## config.mk

```make
export PLATFORM = sky130hd
export DESIGN_NAME = crc32_reflected_custom_init
export DESIGN_NICKNAME = d
export VERILOG_FILES = /design/src/rtl/crc32rc_pkg.sv /design/src/rtl/crc32_reflected_custom_init.sv /design/src/rtl/crc32rc_in_stage.sv /design/src/rtl/crc32rc_core.sv
export SDC_FILE = /design/constraint.sdc
export NUM_CORES = 1
export LEC_CHECK = 0
export ABC_AREA = 0
export BUFFER_PORTS_ARGS = -buffer_cell sky130_fd_sc_hd__buf_2
export CAP_MARGIN = 10
export CORE_MARGIN = 2
export CORE_UTILIZATION = 54
export CTS_BUF_LIST = sky130_fd_sc_hd__clkbuf_4
export DETAILED_ROUTE_END_ITERATION = 6
export PLACE_DENSITY = 0.76
export SYNTH_ARGS = -nofsm -noshare
export SYNTH_HDL_FRONTEND = slang
export SYNTH_SLANG_ARGS = --single-unit
```

## constraint.sdc

```tcl
create_clock -name i_clk -period 5.4 [get_ports i_clk]
set_clock_uncertainty 0.2 [all_clocks]
set_input_delay 0.54 -clock i_clk [delete_from_list [all_inputs] [get_ports i_clk]]
set_output_delay 0.54 -clock i_clk [all_outputs]
set_load 0.03 [all_outputs]
```

## src/rtl/crc32rc_pkg.sv

```systemverilog
// crc32rc_pkg: shared types, constants and the byte update function
// for the reflected crc-32 block. no dependencies.
`timescale 1ns / 1ps
`default_nettype none

package crc32rc_pkg;

    localparam logic [31:0] C_CRC_POLY      = 32'hEDB88320;
    localparam logic [31:0] C_START_DEFAULT = 32'hAA478422;

    // one input item as held in the input register
    typedef struct packed {
        logic       last_byte;
        logic [7:0] data_byte;
    } t_in_item;

    // absorb one byte into a reflected crc register, eight shift-xor steps
    function automatic logic [31:0] crc_absorb_byte(input logic [31:0] crc,
                                                    input logic [7:0]  data);
        logic [31:0] c;
        c = crc ^ {24'd0, data};
        for (int k = 0; k < 8; k++) begin
            if (c[0]) begin
                c = (c >> 1) ^ C_CRC_POLY;
            end else begin
                c = c >> 1;
            end
        end
        return c;
    endfunction

endpackage

`default_nettype wire

```

## src/rtl/crc32_reflected_custom_init.sv

```systemverilog
// crc32_reflected_custom_init: reflected crc-32 (poly edb88320, no final xor)
// the crc of a last byte passes the input register, then the result register; a stalled result holds it back
// throughput: one byte per cycle while the result register is not stalled
// reset: synchronous active low; start value returns to aa478422, no message open
// depends on crc32rc_pkg, crc32rc_in_stage, crc32rc_core
`timescale 1ns / 1ps
`default_nettype none

module crc32_reflected_custom_init
    import crc32rc_pkg::*;
(
    input  wire logic        i_clk,
    input  wire logic        i_rst_n,
    input  wire logic        i_cfg_we,
    input  wire logic [31:0] i_cfg_wdata,      // start_value
    input  wire logic        i_s_axis_tvalid,
    output logic             o_s_axis_tready,
    input  wire logic [7:0]  i_s_axis_tdata,   // [7:0] data_byte
    input  wire logic        i_s_axis_tlast,   // last_byte
    output logic             o_m_axis_tvalid,
    input  wire logic        i_m_axis_tready,
    output logic [31:0]      o_m_axis_tdata    // [31:0] crc_value
);

    t_in_item w_in_item;
    t_in_item w_stage_item;
    logic     w_stage_valid;
    logic     w_advance;

    assign w_in_item.data_byte = i_s_axis_tdata;
    assign w_in_item.last_byte = i_s_axis_tlast;

    // input register
    crc32rc_in_stage u_in_stage (
        .i_clk     (i_clk),
        .i_rst_n   (i_rst_n),
        .i_valid   (i_s_axis_tvalid),
        .o_ready   (o_s_axis_tready),
        .i_item    (w_in_item),
        .i_advance (w_advance),
        .o_valid   (w_stage_valid),
        .o_item    (w_stage_item)
    );

    // crc update and result register
    crc32rc_core u_core (
        .i_clk       (i_clk),
        .i_rst_n     (i_rst_n),
        .i_cfg_we    (i_cfg_we),
        .i_cfg_wdata (i_cfg_wdata),
        .i_valid     (w_stage_valid),
        .i_item      (w_stage_item),
        .o_advance   (w_advance),
        .o_out_valid (o_m_axis_tvalid),
        .i_out_ready (i_m_axis_tready),
        .o_crc       (o_m_axis_tdata)
    );

endmodule

`default_nettype wire

```

## src/rtl/crc32rc_in_stage.sv

```systemverilog
// crc32rc_in_stage: input register of the crc block
// depends on crc32rc_pkg for the item type
`timescale 1ns / 1ps
`default_nettype none

module crc32rc_in_stage
    import crc32rc_pkg::*;
(
    input  wire logic     i_clk,
    input  wire logic     i_rst_n,
    input  wire logic     i_valid,
    output logic          o_ready,
    input  wire t_in_item i_item,
    input  wire logic     i_advance,
    output logic          o_valid,
    output t_in_item      o_item
);

    logic     r_valid;
    t_in_item r_item;
    logic     n_valid;

    // register is free when empty or when its item moves on this cycle
    assign o_ready = i_advance || !r_valid;

    always_comb begin
        n_valid = r_valid;
        if (o_ready) begin
            n_valid = i_valid;
        end
    end

    // valid flag
    always_ff @(posedge i_clk) begin
        if (!i_rst_n) begin
            r_valid <= 1'b0;
        end else begin
            r_valid <= n_valid;
        end
    end

    // payload, no reset
    always_ff @(posedge i_clk) begin
        if (o_ready && i_valid) begin
            r_item <= i_item;
        end
    end

    assign o_valid = r_valid;
    assign o_item  = r_item;

endmodule

`default_nettype wire

```

## src/rtl/crc32rc_core.sv

```systemverilog
// crc32rc_core: start value register, running crc and result register
// depends on crc32rc_pkg for the item type and crc_absorb_byte
`timescale 1ns / 1ps
`default_nettype none

module crc32rc_core
    import crc32rc_pkg::*;
(
    input  wire logic        i_clk,
    input  wire logic        i_rst_n,
    input  wire logic        i_cfg_we,
    input  wire logic [31:0] i_cfg_wdata,
    input  wire logic        i_valid,
    input  wire t_in_item    i_item,
    output logic             o_advance,
    output logic             o_out_valid,
    input  wire logic        i_out_ready,
    output logic [31:0]      o_crc
);

    logic [31:0] r_start;
    logic [31:0] r_crc;
    logic        r_in_msg;
    logic        r_out_valid;
    logic [31:0] r_out_crc;

    logic [31:0] w_base;
    logic [31:0] w_next;
    logic        w_take;

    // the pipeline moves whenever the result register can be loaded
    assign o_advance = i_out_ready || !r_out_valid;
    assign w_take    = o_advance && i_valid;

    // byte update from the running crc or, on a first byte, the start value
    assign w_base = r_in_msg ? r_crc : r_start;
    assign w_next = crc_absorb_byte(w_base, i_item.data_byte);

    // start value register
    always_ff @(posedge i_clk) begin
        if (!i_rst_n) begin
            r_start <= C_START_DEFAULT;
        end else if (i_cfg_we) begin
            r_start <= i_cfg_wdata;
        end
    end

    // running crc and message flag
    always_ff @(posedge i_clk) begin
        if (!i_rst_n) begin
            r_crc    <= C_START_DEFAULT;
            r_in_msg <= 1'b0;
        end else if (w_take) begin
            if (i_item.last_byte) begin
                r_crc    <= r_start;
                r_in_msg <= 1'b0;
            end else begin
                r_crc    <= w_next;
                r_in_msg <= 1'b1;
            end
        end
    end

    // result valid flag
    always_ff @(posedge i_clk) begin
        if (!i_rst_n) begin
            r_out_valid <= 1'b0;
        end else if (o_advance) begin
            r_out_valid <= i_valid && i_item.last_byte;
        end
    end

    // result payload
    always_ff @(posedge i_clk) begin
        if (w_take && i_item.last_byte) begin
            r_out_crc <= w_next;
        end
    end

    assign o_out_valid = r_out_valid;
    assign o_crc       = r_out_crc;

endmodule

`default_nettype wire

```

=== Word-level counts from Yosys, hierarchy flattened ===
Cells that the tools add are included.

* Memory bits (writable): 0
* ROM bits: 0
* Logic and storage cells: 36
* Register bits: 108
* Memories kept: 0
* Latch bits: 0
* Output and inout bits: 34
* Input port bits: 46

* $lt $le $gt $ge: 0
* Bitwise gates (word level): 9
* Add/subtract/negate cells: 0
* Multiplexer cells: 11
* Equal/unequal tests: 0
* $mul: 0
* Reductions and logical operators: 8
* Shift-type cells: 0
* Div/mod/pow operators: 0

{| class="wikitable"
|+ Operators with widths
! cell !! count
|-
| $mux 32 || 10
|-
| $not 13->14 || 8
|-
| $xor 32x8->32 || 1
|-
| $logic_and 1x1->1 || 4
|-
| $logic_not 1->1 || 2
|-
| $logic_or 1x1->1 || 2
|-
| $mux 1 || 1
|}

=== Logic depth before layout (Yosys ltp) ===
Gate-level depths: netlist (run 1).

* Depth in word-level cells: 19
* Mapped depth: 8
* Mapped depth without buffers: 6

=== Modules after synthesis ===
Synthesis (run 1) repeated with hierarchy kept, for this count alone.

* Cells, all modules: 446
* Area, all modules: 5046.1 um^2

{| class="wikitable"
|+ Modules (own cells, without submodules)
! module !! cells an instance !! sequential area each (um^2) !! times used !! area each (um^2)
|-
| crc32rc_core || 432 || 2282.2 || 1 || 4718.3
|-
| crc32rc_in_stage || 14 || 290.3 || 1 || 327.8
|}

=== Worst setup path after synthesis (run 1) ===
No wires, ideal clock.

* Kind: input -> register
* Start point: input port i_m_axis_tready
* End point: register u_core.r_out_crc[0] (netlist: u_core.o_crc[0]), enable pin
* Data arrival time: 2.385 ns
* Library setup time: 0.423 ns
* Cell stages on the path: 4
* Data required time: 4.777 ns
* Slack: 2.393 ns
* Path buffers: 1
* Path through: nand2b_1 nand2_1 clkbuf_1 nor2_1

* Longest elaborated chain between the ends: 3

{| class="wikitable"
|+ Ends and longest elaborated chain
! element !! line !! text
|-
| start, declared || crc32_reflected_custom_init.sv:21 || <nowiki>input wire logic i_m_axis_tready,</nowiki>
|-
| $logic_or 1x1->1 || crc32rc_core.sv:32 || <nowiki>assign o_advance = i_out_ready || !r_out_valid;</nowiki>
|-
| $logic_and 1x1->1 || crc32rc_core.sv:33 || <nowiki>assign w_take = o_advance && i_valid;</nowiki>
|-
| $logic_and 1x1->1 || crc32rc_core.sv:75 || <nowiki>if (w_take && i_item.last_byte) begin</nowiki>
|-
| end signal, assigned || crc32rc_core.sv:76 || <nowiki>r_out_crc <= w_next;</nowiki>
|-
| end, declared || crc32rc_core.sv:25 || <nowiki>logic [31:0] r_out_crc;</nowiki>
|}

Every way passes these cells.
A chain may end at the register's enable or synchronous reset.

=== Worst setup path after layout (run 1) ===
* Start point: register u_core.r_in_msg
* End point: register u_core.r_crc[23]

* Longest elaborated chain between the ends: 17

{| class="wikitable"
|+ Ends and longest elaborated chain
! element !! line !! text
|-
| start, declared || crc32rc_core.sv:23 || <nowiki>logic r_in_msg;</nowiki>
|-
| start signal, assigned || crc32rc_core.sv:52 || <nowiki>r_in_msg <= 1'b0;</nowiki>
|-
| start signal, assigned || crc32rc_core.sv:56 || <nowiki>r_in_msg <= 1'b0;</nowiki>
|-
| start signal, assigned || crc32rc_core.sv:59 || <nowiki>r_in_msg <= 1'b1;</nowiki>
|-
| $mux 32 (*) || crc32rc_core.sv:36 || <nowiki>assign w_base = r_in_msg ? r_crc : r_start;</nowiki>
|-
| $xor 32x8->32 (*) || crc32rc_pkg.sv:21 || <nowiki>c = crc ^ {24'd0, data};</nowiki>
|-
| $not 13->14 (no source line) || n/a ||
|-
| $mux 32 (*) || crc32rc_pkg.sv:23 || <nowiki>if (c[0]) begin</nowiki>
|-
| $not 13->14 (no source line) || n/a ||
|-
| $mux 32 (*) (2 in a row) || crc32rc_pkg.sv:23 ||
|-
| $not 13->14 (no source line) || n/a ||
|-
| $mux 32 (*) || crc32rc_pkg.sv:23 ||
|-
| $not 13->14 (no source line) || n/a ||
|-
| $mux 32 (*) (2 in a row) || crc32rc_pkg.sv:23 ||
|-
| $not 13->14 (no source line) || n/a ||
|-
| $mux 32 (*) || crc32rc_pkg.sv:23 ||
|-
| $not 13->14 (no source line) || n/a ||
|-
| $mux 32 (*) || crc32rc_pkg.sv:23 ||
|-
| net u_core.w_next[23] || crc32rc_core.sv:28 || <nowiki>logic [31:0] w_next;</nowiki>
|-
| $mux 32 (*) || crc32rc_core.sv:54 || <nowiki>if (i_item.last_byte) begin</nowiki>
|-
| end signal, assigned || crc32rc_core.sv:55 || <nowiki>r_crc <= r_start;</nowiki>
|-
| end signal, assigned || crc32rc_core.sv:58 || <nowiki>r_crc <= w_next;</nowiki>
|-
| end, declared || crc32rc_core.sv:22 || <nowiki>logic [31:0] r_crc;</nowiki>
|}

The timed path passes the listed nets; every way through them passes the cells marked *.

==> load_flow_metrics.sql, run 1 <==
INSERT INTO impl_metrics (metric_group, metric, value, unit) VALUES
('yosys', 'synthTopCellsByArea', 'dfxtp_1, edfxtp_1, mux2i_1', ''),
('yosys', 'synth.ff_latch_count', '108', ''),
('placed_design', 'detailedPlacementHpwl', '7.82', 'mm'),
('timing', 'peak_freq', '329', 'MHz'),
('layout', 'multi_input_comb_area', '2490', 'µm²'),
('layout', 'n_antenna_cell', '0', ''),
('yosys', 'yosys.area.top_type', 'dfxtp_1', ''),
('outcome', 'status', 'complete, no violations', ''),
('grt', 'groute.usage.overall', '0.230', ''),
('routing', 'detail-route-antenna-nets', '0', ''),
('routing', 'vias_per_cell', '5.43', ''),
('critical_path', 'crit_path_start_kind', 'register', ''),
('grt', 'initial_antenna_violation_count', '0', ''),
('timing', 'period_needed', '3.04', 'ns'),
('critical_path', 'criticalPathCategory', 'register to register', ''),
('timing', 'fin_tns_setup', '0', 'ns'),
('yosys', 'yosysSeqAreaShare', '0.494', ''),
('die', 'die_height', '102', 'µm'),
('routing', 'drc_errors', '0', ''),
('min_path', 'min_path_type', 'primary input to register', ''),
('die', 'die_width', '102', 'µm'),
('clock_network', 'clkLatencyLatePin', '0.45', 'ns'),
('power', 'fin_total_pwr', '1.99', 'mW'),
('clock_network', 'post_cts_hold_buffer_count', '0', ''),
('die', 'fp-row-count', '35', ''),
('grt', 'pin_count_of_the_biggest_net_entering_global_routing', '43', ''),
('routing', 'detailedRoute.firstIterationViolations', '197', ''),
('layout', 'layout-area-overhead-vs-synth', '11.6', '%'),
('timing', 'rsz0062_at_grt', 'false', ''),
('grt', 'grt_first_pass_wirelength', '18.0', 'mm'),
('timing', 'timing.final.hold_violations', '0', ''),
('layout', 'fill_cells', '803', ''),
('routing', 'postRouteWirelength', '11.2', 'mm'),
('power', 'p_leak', '2.37', 'nW'),
('clock_network', 'cts.clk_slew.worst_paths', '0.15', 'ns'),
('yosys', 'syn-cell-area', '5210', 'µm²'),
('placed_design', 'port_buffers', '79', ''),
('routing', 'dr.pass1.iters', '5', ''),
('clock_network', 'htree_levels', '3', ''),
('clock_network', 'tritoncts_buffers', '9', ''),
('critical_path', 'critPathSlowestCell', 'dfxtp_2', ''),
('power', 'power_density', '342', 'nW/µm²'),
('layout', 'post_route_cells_drive_above_1_share', '0.251', ''),
('critical_path', 'cp_data_required_time', '5.54', 'ns'),
('timing', 'normalized_max_slew_margin', '0.357', ''),
('yosys', 'synth_area_per_cell', '11.8', 'µm²'),
('placed_design', 'finalWeightedCongestion', '0.885', ''),
('critical_path', 'critical_path.max_stage_delay', '0.84', 'ns'),
('grt', 'number_of_global_route_vias_before_repair', '3413', ''),
('yosys', 'synthFlopType', 'dfxtp_1', ''),
('yosys', 'count_of_yosys_warnings_during_synthesis', '0', ''),
('timing', 'worst-slew-pin-transition', '0.964', 'ns'),
('routing', 'dr_total_vias', '3505', ''),
('timing', 'timing.final.crit_share', '0.563', ''),
('die', 'fp.coreArea', '9280', 'µm²'),
('critical_path', 'endpoint_kind', 'register', ''),
('yosys', 'share_of_synthesized_flip_flops_with_an_asynchronous_set_or_reset', '0', ''),
('layout', 'final_nets', '558', ''),
('die', 'area_enclosed_by_the_die_boundary', '10400', 'µm²'),
('clock_network', 'ctsRootBufferMaster', 'clkbuf_4', ''),
('clock_network', 'cts.sinks', '108', ''),
('critical_path', 'worstPathCellList', 'mux2i_4, xor2_2, xor2_2, xnor3_1, nor2_1, o31ai_1', ''),
('critical_path', 'worst-endpoint-arrival', '3.18', 'ns'),
('grt', 'grt_remaining_overflow', '0', ''),
('yosys', 'synth.cells.most_frequent', 'dfxtp_1, mux2i_1, nand2_1', ''),
('clock_network', 'postCtsResizedCells', '0', ''),
('flow_run', 'max_cap_violations', '0', ''),
('critical_path', 'critical_path_peak_fanout', '20', ''),
('yosys', 'post_syn_nets', '489', ''),
('die', 'initial_core_util', '0.561', ''),
('die', 'boundaryPins', '80', ''),
('clock_network', 'tritoncts', 'done', ''),
('clock_network', 'cts.path.max_buffers', '2', ''),
('routing', 'detail_route.wl_per_cell', '17.4', 'µm'),
('yosys', 'synthesis.instances', '443', ''),
('yosys', 'synthDistinctLibCells', '41', ''),
('yosys', 'number_of_enable_type_register_cells_in_the_synthesized_netlist', '41', ''),
('timing', 'slew_viol_final', '0', ''),
('yosys', 'yosysMostFrequentCell', 'dfxtp_1', ''),
('power', 'worst_vdd_rail_ir_drop', '0.000161', 'V'),
('clock_network', 'post_cts_buffers', '0', ''),
('timing', 'setup_viol', '0', ''),
('yosys', 'synth.top_cell.area_share', '0.258', ''),
('layout', 'ff_latch_area', '2570', 'µm²'),
('critical_path', 'cp_common_cell', 'xor2_2', '');
metal layers:
metal | up-vias | global-route usage | share of wire
met3 | 13 | 0.0424 | 0.061
met2 | 122 | 0.379 | 0.49
met4 | 0 | 0.0595 | 0.013
met5 | - | 0 | 0
met1 | 1690 | 0.317 | 0.44
li1 | 1680 | - | -
per-stage QoR:
stage	instance area [µm²]	utilization	worst slack, ns	std cells	hold slack [ns]
2_1_floorplan	5210	-	2.39	443	0.232
3_3_place_gp	5680	0.612	2.48	630	0.239
3_5_place_dp	5680	0.612	2.38	630	0.250
4_1_cts	5810	0.626	2.36	646	0.0454
5_1_grt	5810	0.626	2.18	646	0.0322
6_report	5810	0.626	2.36	646	0.0645
sequential cells by signal (all words and copies together) (netlist names):
signal,flops
u_core.o_crc,32
u_core.o_out_valid,1
u_core.r_crc,32
u_core.r_in_msg,1
u_core.r_start,32
u_in_stage.o_item,9
u_in_stage.o_valid,1
layout by cell type (no fill, tap or decap), types with 3 or more instances in the layout:
| cell type | instances |
|---|---|
| clkbuf_4 | 10 |
| a21oi_1 | 17 |
| xor2_1 | 11 |
| clkinv_1 | 3 |
| xnor2_4 | 3 |
| xnor2_1 | 29 |
| o211ai_1 | 7 |
| nand2_1 | 44 |
| dfxtp_1 | 66 |
| nand2b_1 | 6 |
| o21ai_0 | 11 |
| xnor2_2 | 10 |
| o31ai_1 | 4 |
| buf_2 | 79 |
| xnor3_1 | 8 |
| o21ai_1 | 8 |
| mux2i_4 | 3 |
| a311oi_1 | 9 |
| mux2i_1 | 63 |
| edfxtp_1 | 41 |
| nand3_1 | 7 |
| nor2_1 | 41 |
| xor2_2 | 4 |
| buf_4 | 6 |
kinds of logic (layout without fill, tap and decap cells):
group,count (synthesis),in the layout,share of synthesized area
flip-flops,108,108,0.494
AND/OR/NAND/NOR,106,106,0.0844
XOR/XNOR,69,69,0.180
multiplexers,69,69,0.141
AO/OA/AOI/OAI,60,60,0.0728
buffers and inverters,31,105,0.0276
report_power, final:
part	leakage [nW]	internal, mW	switching (mW)
sequential	0.935	0.946	0.0423
clock	0.0756	0.143	0.248
combinational	1.36	0.276	0.334
worst paths after layout:
check                                 startpoint              endpoint  slack, ns  cells past startpoint
worst max-delay path             u_core.r_in_msg      u_core.r_crc[23]       2.36                      6
worst min-delay path              i_s_axis_tlast  u_in_stage.o_item[8]       0.06                      1
worst max register to register   u_core.r_in_msg      u_core.r_crc[23]       2.36                      6
worst min register to register  u_core.r_crc[28]      u_core.r_crc[28]       0.27                      2
worst max-delay path, delay by kind of cell (launching register included):
| family | cells | cell delay, ns |
|---|---|---|
| AOI/OAI and AO/OA | 1 | 0.08 |
| xor gates and xnor gates | 3 | 1.33 |
| DFF | 1 | 0.84 |
| and+or+nand+nor | 1 | 0.12 |
| muxes | 1 | 0.35 |
area by class of cell:
cell class | count | area share
Clock buffer | 10 | 0.0129
Clock inverter | 6 | 0.00926
Inverter | 4 | 0.00258
Multi-Input combinational cell | 304 | 0.429
Sequential cell | 108 | 0.443
Tap cell | 129 | 0.0278
Timing Repair Buffer | 85 | 0.0758
(Power assumes the default switching activity.)
==> run 2: changes to the inputs <==
Settings changed: CORE_UTILIZATION 54 to 53, PLACE_DENSITY 0.76 to 0.78.
Clock period 5.4 ns to 2.5 ns, I/O delays scaled along.
==> run 2 against run 1 <==
Effect of this change:
- the run now ends with negative setup slack left
- wire length increased by 16%
- setup slack worse by 2.4 ns
- sequential cell count is the same
- register-to-register slack lost 2.4 ns
- combinational power rose to 2.7 times the previous value
==> load_flow_metrics.sql, run 2 (synthesized netlist as in run 1, its figures left out) <==
INSERT INTO impl_metrics (metric_group, metric, value, unit) VALUES
('timing', 'timing.final.hold_violations', '0', ''),
('routing', 'drc_errors', '0', ''),
('min_path', 'min_path_type', 'primary input to register', ''),
('critical_path', 'worstPathCellList', 'buf_8, mux2i_4, xnor2_2, xnor3_2, xnor2_4, xnor2_2', ''),
('grt', 'number_of_global_route_vias_before_repair', '3641', ''),
('outcome', 'status', 'finished, violations left', ''),
('critical_path', 'setup.worst_path.start', 'u_core.r_in_msg', ''),
('grt', 'pin_count_of_the_biggest_net_entering_global_routing', '42', ''),
('layout', 'final_core_util', '0.698', ''),
('die', 'boundaryPins', '80', ''),
('routing', 'routed-wl-met2', '6.60', 'mm'),
('flow_run', 'max_cap_violations', '0', ''),
('routing', 'wirelength_met1', '5.49', 'mm'),
('critical_path', 'endpoint_kind', 'register', ''),
('timing', 'setup_viol', '3', ''),
('placed_design', 'placed_area', '5820', 'µm²'),
('clock_network', 'cts.clk_slew.worst_paths', '0.18', 'ns'),
('routing', 'detail-route-antenna-nets', '0', ''),
('critical_path', 'worst-endpoint-arrival', '2.56', 'ns'),
('critical_path', 'cp_data_required_time', '2.54', 'ns'),
('timing', 'worst-slew-pin-transition', '0.638', 'ns'),
('layout', 'final_common_cell', 'buf_2', ''),
('layout', 'n_antenna_cell', '0', ''),
('clock_network', 'clkLatencyLatePin', '0.47', 'ns'),
('routing', 'dr_total_vias', '3906', ''),
('timing', 'peak_freq', '396', 'MHz'),
('timing', 'slew_viol_final', '0', ''),
('die', 'die_width', '103', 'µm'),
('grt', 'initial_antenna_violation_count', '0', ''),
('critical_path', 'worst-r2r-cell-count', '6', ''),
('min_path', 'holdPathStages', '3', ''),
('power', 'p_leak', '2.76', 'nW'),
('critical_path', 'crit_end', 'u_core.o_crc[19]', ''),
('routing', 'routed-wl-met3', '706', 'µm'),
('placed_design', 'post-place-cells', '651', ''),
('layout', 'final_nets', '632', ''),
('die', 'fp.coreArea', '9640', 'µm²'),
('routing', 'detail_route.wl_per_cell', '17.9', 'µm'),
('layout', 'post_route_cells_drive_above_1_share', '0.288', ''),
('grt', 'groute.usage.overall', '0.236', ''),
('placed_design', 'post_placement_worst_setup_slack', '-0.0575', 'ns'),
('die', 'fp-row-count', '36', ''),
('clock_network', 'cts.sinks', '108', ''),
('die', 'die_height', '103', 'µm'),
('placed_design', 'detailedPlacementHpwl', '8.15', 'mm'),
('grt', 'grt_first_pass_wirelength', '18.9', 'mm'),
('critical_path', 'crit_path_start_kind', 'register', ''),
('outcome', 'failed_checks', 'negative setup slack', ''),
('routing', 'postRouteWirelength', '13.0', 'mm'),
('grt', 'grt_remaining_overflow', '0', ''),
('critical_path', 'criticalPathCategory', 'register to register', ''),
('routing', 'dr.max_layer_used', 'met4', ''),
('die', 'initial_core_util', '0.540', ''),
('critical_path', 'cp_common_cell', 'xnor2_2', ''),
('power', 'power_density', '700', 'nW/µm²'),
('timing', 'normalized_max_slew_margin', '0.575', ''),
('clock_network', 'htree_levels', '3', ''),
('power', 'worst_vdd_rail_ir_drop', '0.000319', 'V'),
('routing', 'detailedRoute.firstIterationViolations', '189', ''),
('placed_design', 'port_buffers', '79', ''),
('clock_network', 'cts.path.max_buffers', '2', ''),
('routing', 'vias_per_cell', '5.40', ''),
('critical_path', 'critPathSlowestCell', 'xnor3_2', ''),
('timing', 'period_needed', '2.52', 'ns'),
('critical_path', 'r2r-start', 'u_core.r_in_msg', ''),
('layout', 'layout.cells.most_common_list', 'buf_2, dfxtp_1, mux2i_1', ''),
('clock_network', 'tritoncts', 'done', ''),
('timing', 'timing.final.crit_share', '1.01', ''),
('layout', 'layout.cell_area.non_filler', '6730', 'µm²'),
('routing', 'dr.pass1.iters', '5', ''),
('critical_path', 'r2r_slack', '-0.02', 'ns'),
('layout', 'final-instance-count-excl-fill', '724', ''),
('die', 'area_enclosed_by_the_die_boundary', '10600', 'µm²'),
('clock_network', 'tritoncts_buffers', '9', ''),
('clock_network', 'ctsRootBufferMaster', 'clkbuf_4', ''),
('critical_path', 'critical_path_peak_fanout', '5', ''),
('timing', 'rsz0062_at_grt', 'true', ''),
('critical_path', 'regToRegEndpoint', 'u_core.o_crc[19]', ''),
('critical_path', 'critical_path.max_stage_delay', '0.59', 'ns'),
('layout', 'fill_cells', '694', ''),
('placed_design', 'finalWeightedCongestion', '0.846', ''),
('layout', 'layout-area-overhead-vs-synth', '29.2', '%'),
('timing', 'final.setup.worst_slack', '-0.0238', 'ns');
run 2: changes by cell type in the layout (fill, tap and decap cells not counted), moves of 4 or more:
cell           previous run  this run
xnor2_4                   3        10
dlygate4sd3_1             0        44
buf_4                     6        30
buf_6                     0         4
xnor2_1                  29        25
run 2: per-stage QoR:
stage,hold WS [ns],TNS [ns],power [mW]
final,0.0385,-0.0527,4.71
after detailed placement,0.228,-0.112,3.53
after global routing,0.0289,-0.685,4.88
after floorplan,0.149,0,3.17
after global placement,0.228,0,3.49
after CTS,0.0243,-0.0247,4.53
run 2: cell type report:
cell class,instances,area (µm²),area share
clock inverter,7,81.3,0.0121
timing repair buffer,159,1140,0.170
sequential,108,2580,0.383
multi-input combinational,304,2680,0.398
tap,133,166,0.0247
inverter,4,15.0,0.00223
clock buffer,9,67.6,0.0100
run 2: timing repair:
action                                  in CTS  in global routing
endpoints found under the setup margin      10                 25
buffers inserted                             2                 11
cloned                                       0                  0
pin swaps                                    1                 15
endpoints found under the hold margin       43                  0
hold buffers                                44                  0
gates resized for setup                      6                 23
run 2: worst min-delay path by stage:
stage	slack, ns	end	start
floorplan	0.15	u_in_stage.o_item[0]	i_s_axis_tdata[0]
global placement	0.23	u_in_stage.o_item[8]	i_s_axis_tlast
detailed placement	0.23	u_in_stage.o_item[1]	i_s_axis_tdata[1]
CTS	0.02	u_core.r_start[27]	i_rst_n
global route	0.03	u_core.r_start[29]	i_rst_n
finish	0.04	u_core.r_start[31]	i_rst_n
run 2: worst max-delay path: cells and delay by family (launching register included):
| kind | cells | cell delay, ns |
|---|---|---|
| flops | 1 | 0.41 |
| buf+inv | 1 | 0.15 |
| xor+xnor | 4 | 1.32 |
| mux | 1 | 0.19 |
run 2: per-layer routing:
metal	global-route usage	vias up
met5	0	-
met4	0.0769	0
met3	0.0278	19
met2	0.409	145
met1	0.311	1909
li1	-	1833
run 2: where the power goes:
| part | switching [mW] | internal (mW) |
|---|---|---|
| logic | 0.842 | 0.810 |
| clock network | 0.604 | 0.321 |
| registers | 0.0898 | 2.04 |
| total | 1.54 | 3.17 |
==> run 3: changes to the inputs <==
Settings changed: CORE_UTILIZATION 53 to 35, PLACE_DENSITY 0.78 to unset.
==> run 3 against run 2 <==
Effect of this change:
- the run now ends clean
- power decreased by 0.56%
- clock power increased by 5.8%
- worst hold slack improved by 0.0070 ns
- final cell count increased by 7.5%
- die area increased by 49%
- wire length decreased by 0.86%
- sequential cell count unchanged
- non-clock buffer count increased by 2
- design area increased by 0.76%
- critical path type unchanged
- largest cell class unchanged
==> load_flow_metrics.sql, run 3 (synthesized netlist as in run 1, its figures left out) <==
INSERT INTO impl_metrics (metric_group, metric, value, unit) VALUES
('timing', 'normalized_max_slew_margin', '0.609', ''),
('placed_design', 'detailedPlacementHpwl', '9.14', 'mm'),
('routing', 'dr_total_vias', '3695', ''),
('critical_path', 'worst-endpoint-arrival', '2.50', 'ns'),
('layout', 'final_core_util', '0.467', ''),
('clock_network', 'tritoncts_buffers', '9', ''),
('routing', 'detail-route-antenna-nets', '0', ''),
('timing', 'timing.final.hold_violations', '0', ''),
('timing', 'period_needed', '2.44', 'ns'),
('critical_path', 'crit_path_start_kind', 'register', ''),
('critical_path', 'cp_data_required_time', '2.56', 'ns'),
('die', 'die_height', '126', 'µm'),
('layout', 'post_route_cells_drive_above_1_share', '0.283', ''),
('clock_network', 'cts.path.max_buffers', '2', ''),
('layout', 'fill_cells', '1385', ''),
('grt', 'pin_count_of_the_biggest_net_entering_global_routing', '42', ''),
('grt', 'initial_antenna_violation_count', '1', ''),
('placed_design', 'finalWeightedCongestion', '0.801', ''),
('routing', 'drc_errors', '0', ''),
('critical_path', 'criticalPathCategory', 'register to register', ''),
('timing', 'rsz0062_at_grt', 'true', ''),
('routing', 'vias_per_cell', '4.75', ''),
('clock_network', 'tritoncts', 'done', ''),
('flow_run', 'max_cap_violations', '0', ''),
('timing', 'peak_freq', '409', 'MHz'),
('layout', 'layout.cells.most_common_list', 'buf_2, dfxtp_1, mux2i_1', ''),
('timing', 'setup_viol', '0', ''),
('timing', 'worst-slew-pin-transition', '0.587', 'ns'),
('power', 'power_density', '691', 'nW/µm²'),
('die', 'die_width', '126', 'µm'),
('die', 'boundaryPins', '80', ''),
('timing', 'fin_hold_ws', '0.0455', 'ns'),
('outcome', 'status', 'complete, no violations', ''),
('min_path', 'whs_endpoint', 'u_core.r_start[16]', ''),
('grt', 'grt_first_pass_wirelength', '20.0', 'mm'),
('timing', 'timing.final.crit_share', '0.978', ''),
('min_path', 'min_path_type', 'primary input to register', ''),
('routing', 'detailedRoute.firstIterationViolations', '211', ''),
('critical_path', 'r2r-start', 'u_core.r_in_msg', ''),
('timing', 'slew_viol_final', '0', ''),
('critical_path', 'r2r_slack', '0.06', 'ns'),
('placed_design', 'port_buffers', '79', ''),
('clock_network', 'htree_levels', '3', ''),
('min_path', 'hold_path_startpoint', 'i_rst_n', ''),
('critical_path', 'regToRegEndpoint', 'u_core.o_crc[26]', ''),
('clock_network', 'cts.clk_slew.worst_paths', '0.15', 'ns'),
('die', 'fp-row-count', '44', ''),
('power', 'p_leak', '2.76', 'nW'),
('routing', 'dr.pass1.iters', '4', ''),
('critical_path', 'worst-r2r-cell-count', '6', ''),
('die', 'area_enclosed_by_the_die_boundary', '15900', 'µm²'),
('critical_path', 'endpoint_kind', 'register', ''),
('grt', 'number_of_global_route_vias_before_repair', '3632', ''),
('grt', 'grt_remaining_overflow', '0', ''),
('layout', 'final_common_cell', 'buf_2', ''),
('min_path', 'holdPathStages', '3', ''),
('placed_design', 'post-place-cells', '710', ''),
('layout', 'final_nets', '634', ''),
('power', 'fin_total_pwr', '4.68', 'mW'),
('die', 'initial_core_util', '0.358', ''),
('critical_path', 'critical_path_peak_fanout', '10', ''),
('routing', 'detail_route.wl_per_cell', '16.6', 'µm'),
('power', 'worst_vdd_rail_ir_drop', '0.000248', 'V'),
('layout', 'final-instance-count-excl-fill', '778', ''),
('clock_network', 'clkLatencyLatePin', '0.49', 'ns'),
('grt', 'groute.usage.overall', '0.164', ''),
('routing', 'postRouteWirelength', '12.9', 'mm'),
('clock_network', 'cts.sinks', '108', ''),
('die', 'fp.coreArea', '14500', 'µm²'),
('timing', 'fin_tns_setup', '0', 'ns'),
('clock_network', 'ctsRootBufferMaster', 'clkbuf_4', ''),
('layout', 'layout-area-overhead-vs-synth', '30.2', '%');
[run 3: changes by cell type in the layout (fill, tap and decap cells not counted), moves of 2 or more]
cell           delta
dlygate4sd3_1     +5
xnor2_4           -5
buf_6             -4
xnor2_2           +4
buf_12            +3
mux2i_2           +3
xor2_2            +3
clkbuf_4          +2
inv_8             -2
mux2i_1           -2
xor2_1            -2
[run 3: what timing repair did]
action | in CTS | in global routing
resized for setup | 1 | 16
pin swaps | 0 | 2
cloned | 0 | 0
buffers inserted | 0 | 2
setup endpoints to repair | 3 | 20
hold endpoints to repair | 43 | 0
hold buffers | 49 | 0
[run 3: layer usage]
metal  track usage  vias up  wire (µm)
li1              -     1831          -
met4        0.0653        0        225
met3        0.0246       15        502
met1         0.222     1764       6050
met5             0        -          0
met2         0.266       85       6100
[run 3: worst max path at each step]
stage / slack [ns] / startpoint / endpoint
finish: 0.06 / u_core.r_in_msg / u_core.o_crc[26]
global route: -0.06 / u_core.r_in_msg / u_core.r_crc[19]
CTS: 0.03 / u_core.r_in_msg / u_core.r_crc[25]
detailed placement: -0.02 / u_core.r_in_msg / u_core.o_crc[26]
global placement: 0.006 / u_core.r_in_msg / u_core.r_crc[25]
floorplan: 0.11 / u_core.r_in_msg / u_core.o_crc[26]
[run 3: per-stage QoR]
| stage | setup slack [ns] | area (µm²) |
|---|---|---|
| 3_5_place_dp | -0.0172 | 5990 |
| 3_3_place_gp | 0.00644 | 5990 |
| 6_report | 0.0555 | 6780 |
| 4_1_cts | 0.0278 | 6640 |
| 5_1_grt | -0.0558 | 6780 |
| 2_1_floorplan | 0.109 | 5210 |
[run 3: final cells by class]
| type | count | area, µm² | share of cell area |
|---|---|---|---|
| sequential | 108 | 2570 | 0.380 |
| antenna | 1 | 2.50 | 0.000369 |
| multi-input combinational | 304 | 2620 | 0.386 |
| clock buffer | 11 | 82.6 | 0.0122 |
| timing repair buffer | 161 | 1180 | 0.175 |
| clock inverter | 5 | 76.3 | 0.0113 |
| tap | 184 | 230 | 0.0340 |
| inverter | 4 | 15.0 | 0.00221 |
[run 3: critical path: stages (launching register included)]
cell,delay [ns]
dfxtp_2,0.36
buf_12,0.15
mux2i_2,0.17
xnor2_2,0.38
xnor3_2,0.61
xnor2_4,0.24
xnor2_1,0.11
[run 3: report_power, final]
| group | internal (mW) | leakage (nW) | switching [mW] |
|---|---|---|---|
| combinational | 0.782 | 1.74 | 0.795 |
| clock | 0.424 | 0.0861 | 0.556 |
| sequential | 2.04 | 0.935 | 0.0847 |
| total | 3.25 | 2.76 | 1.44 |
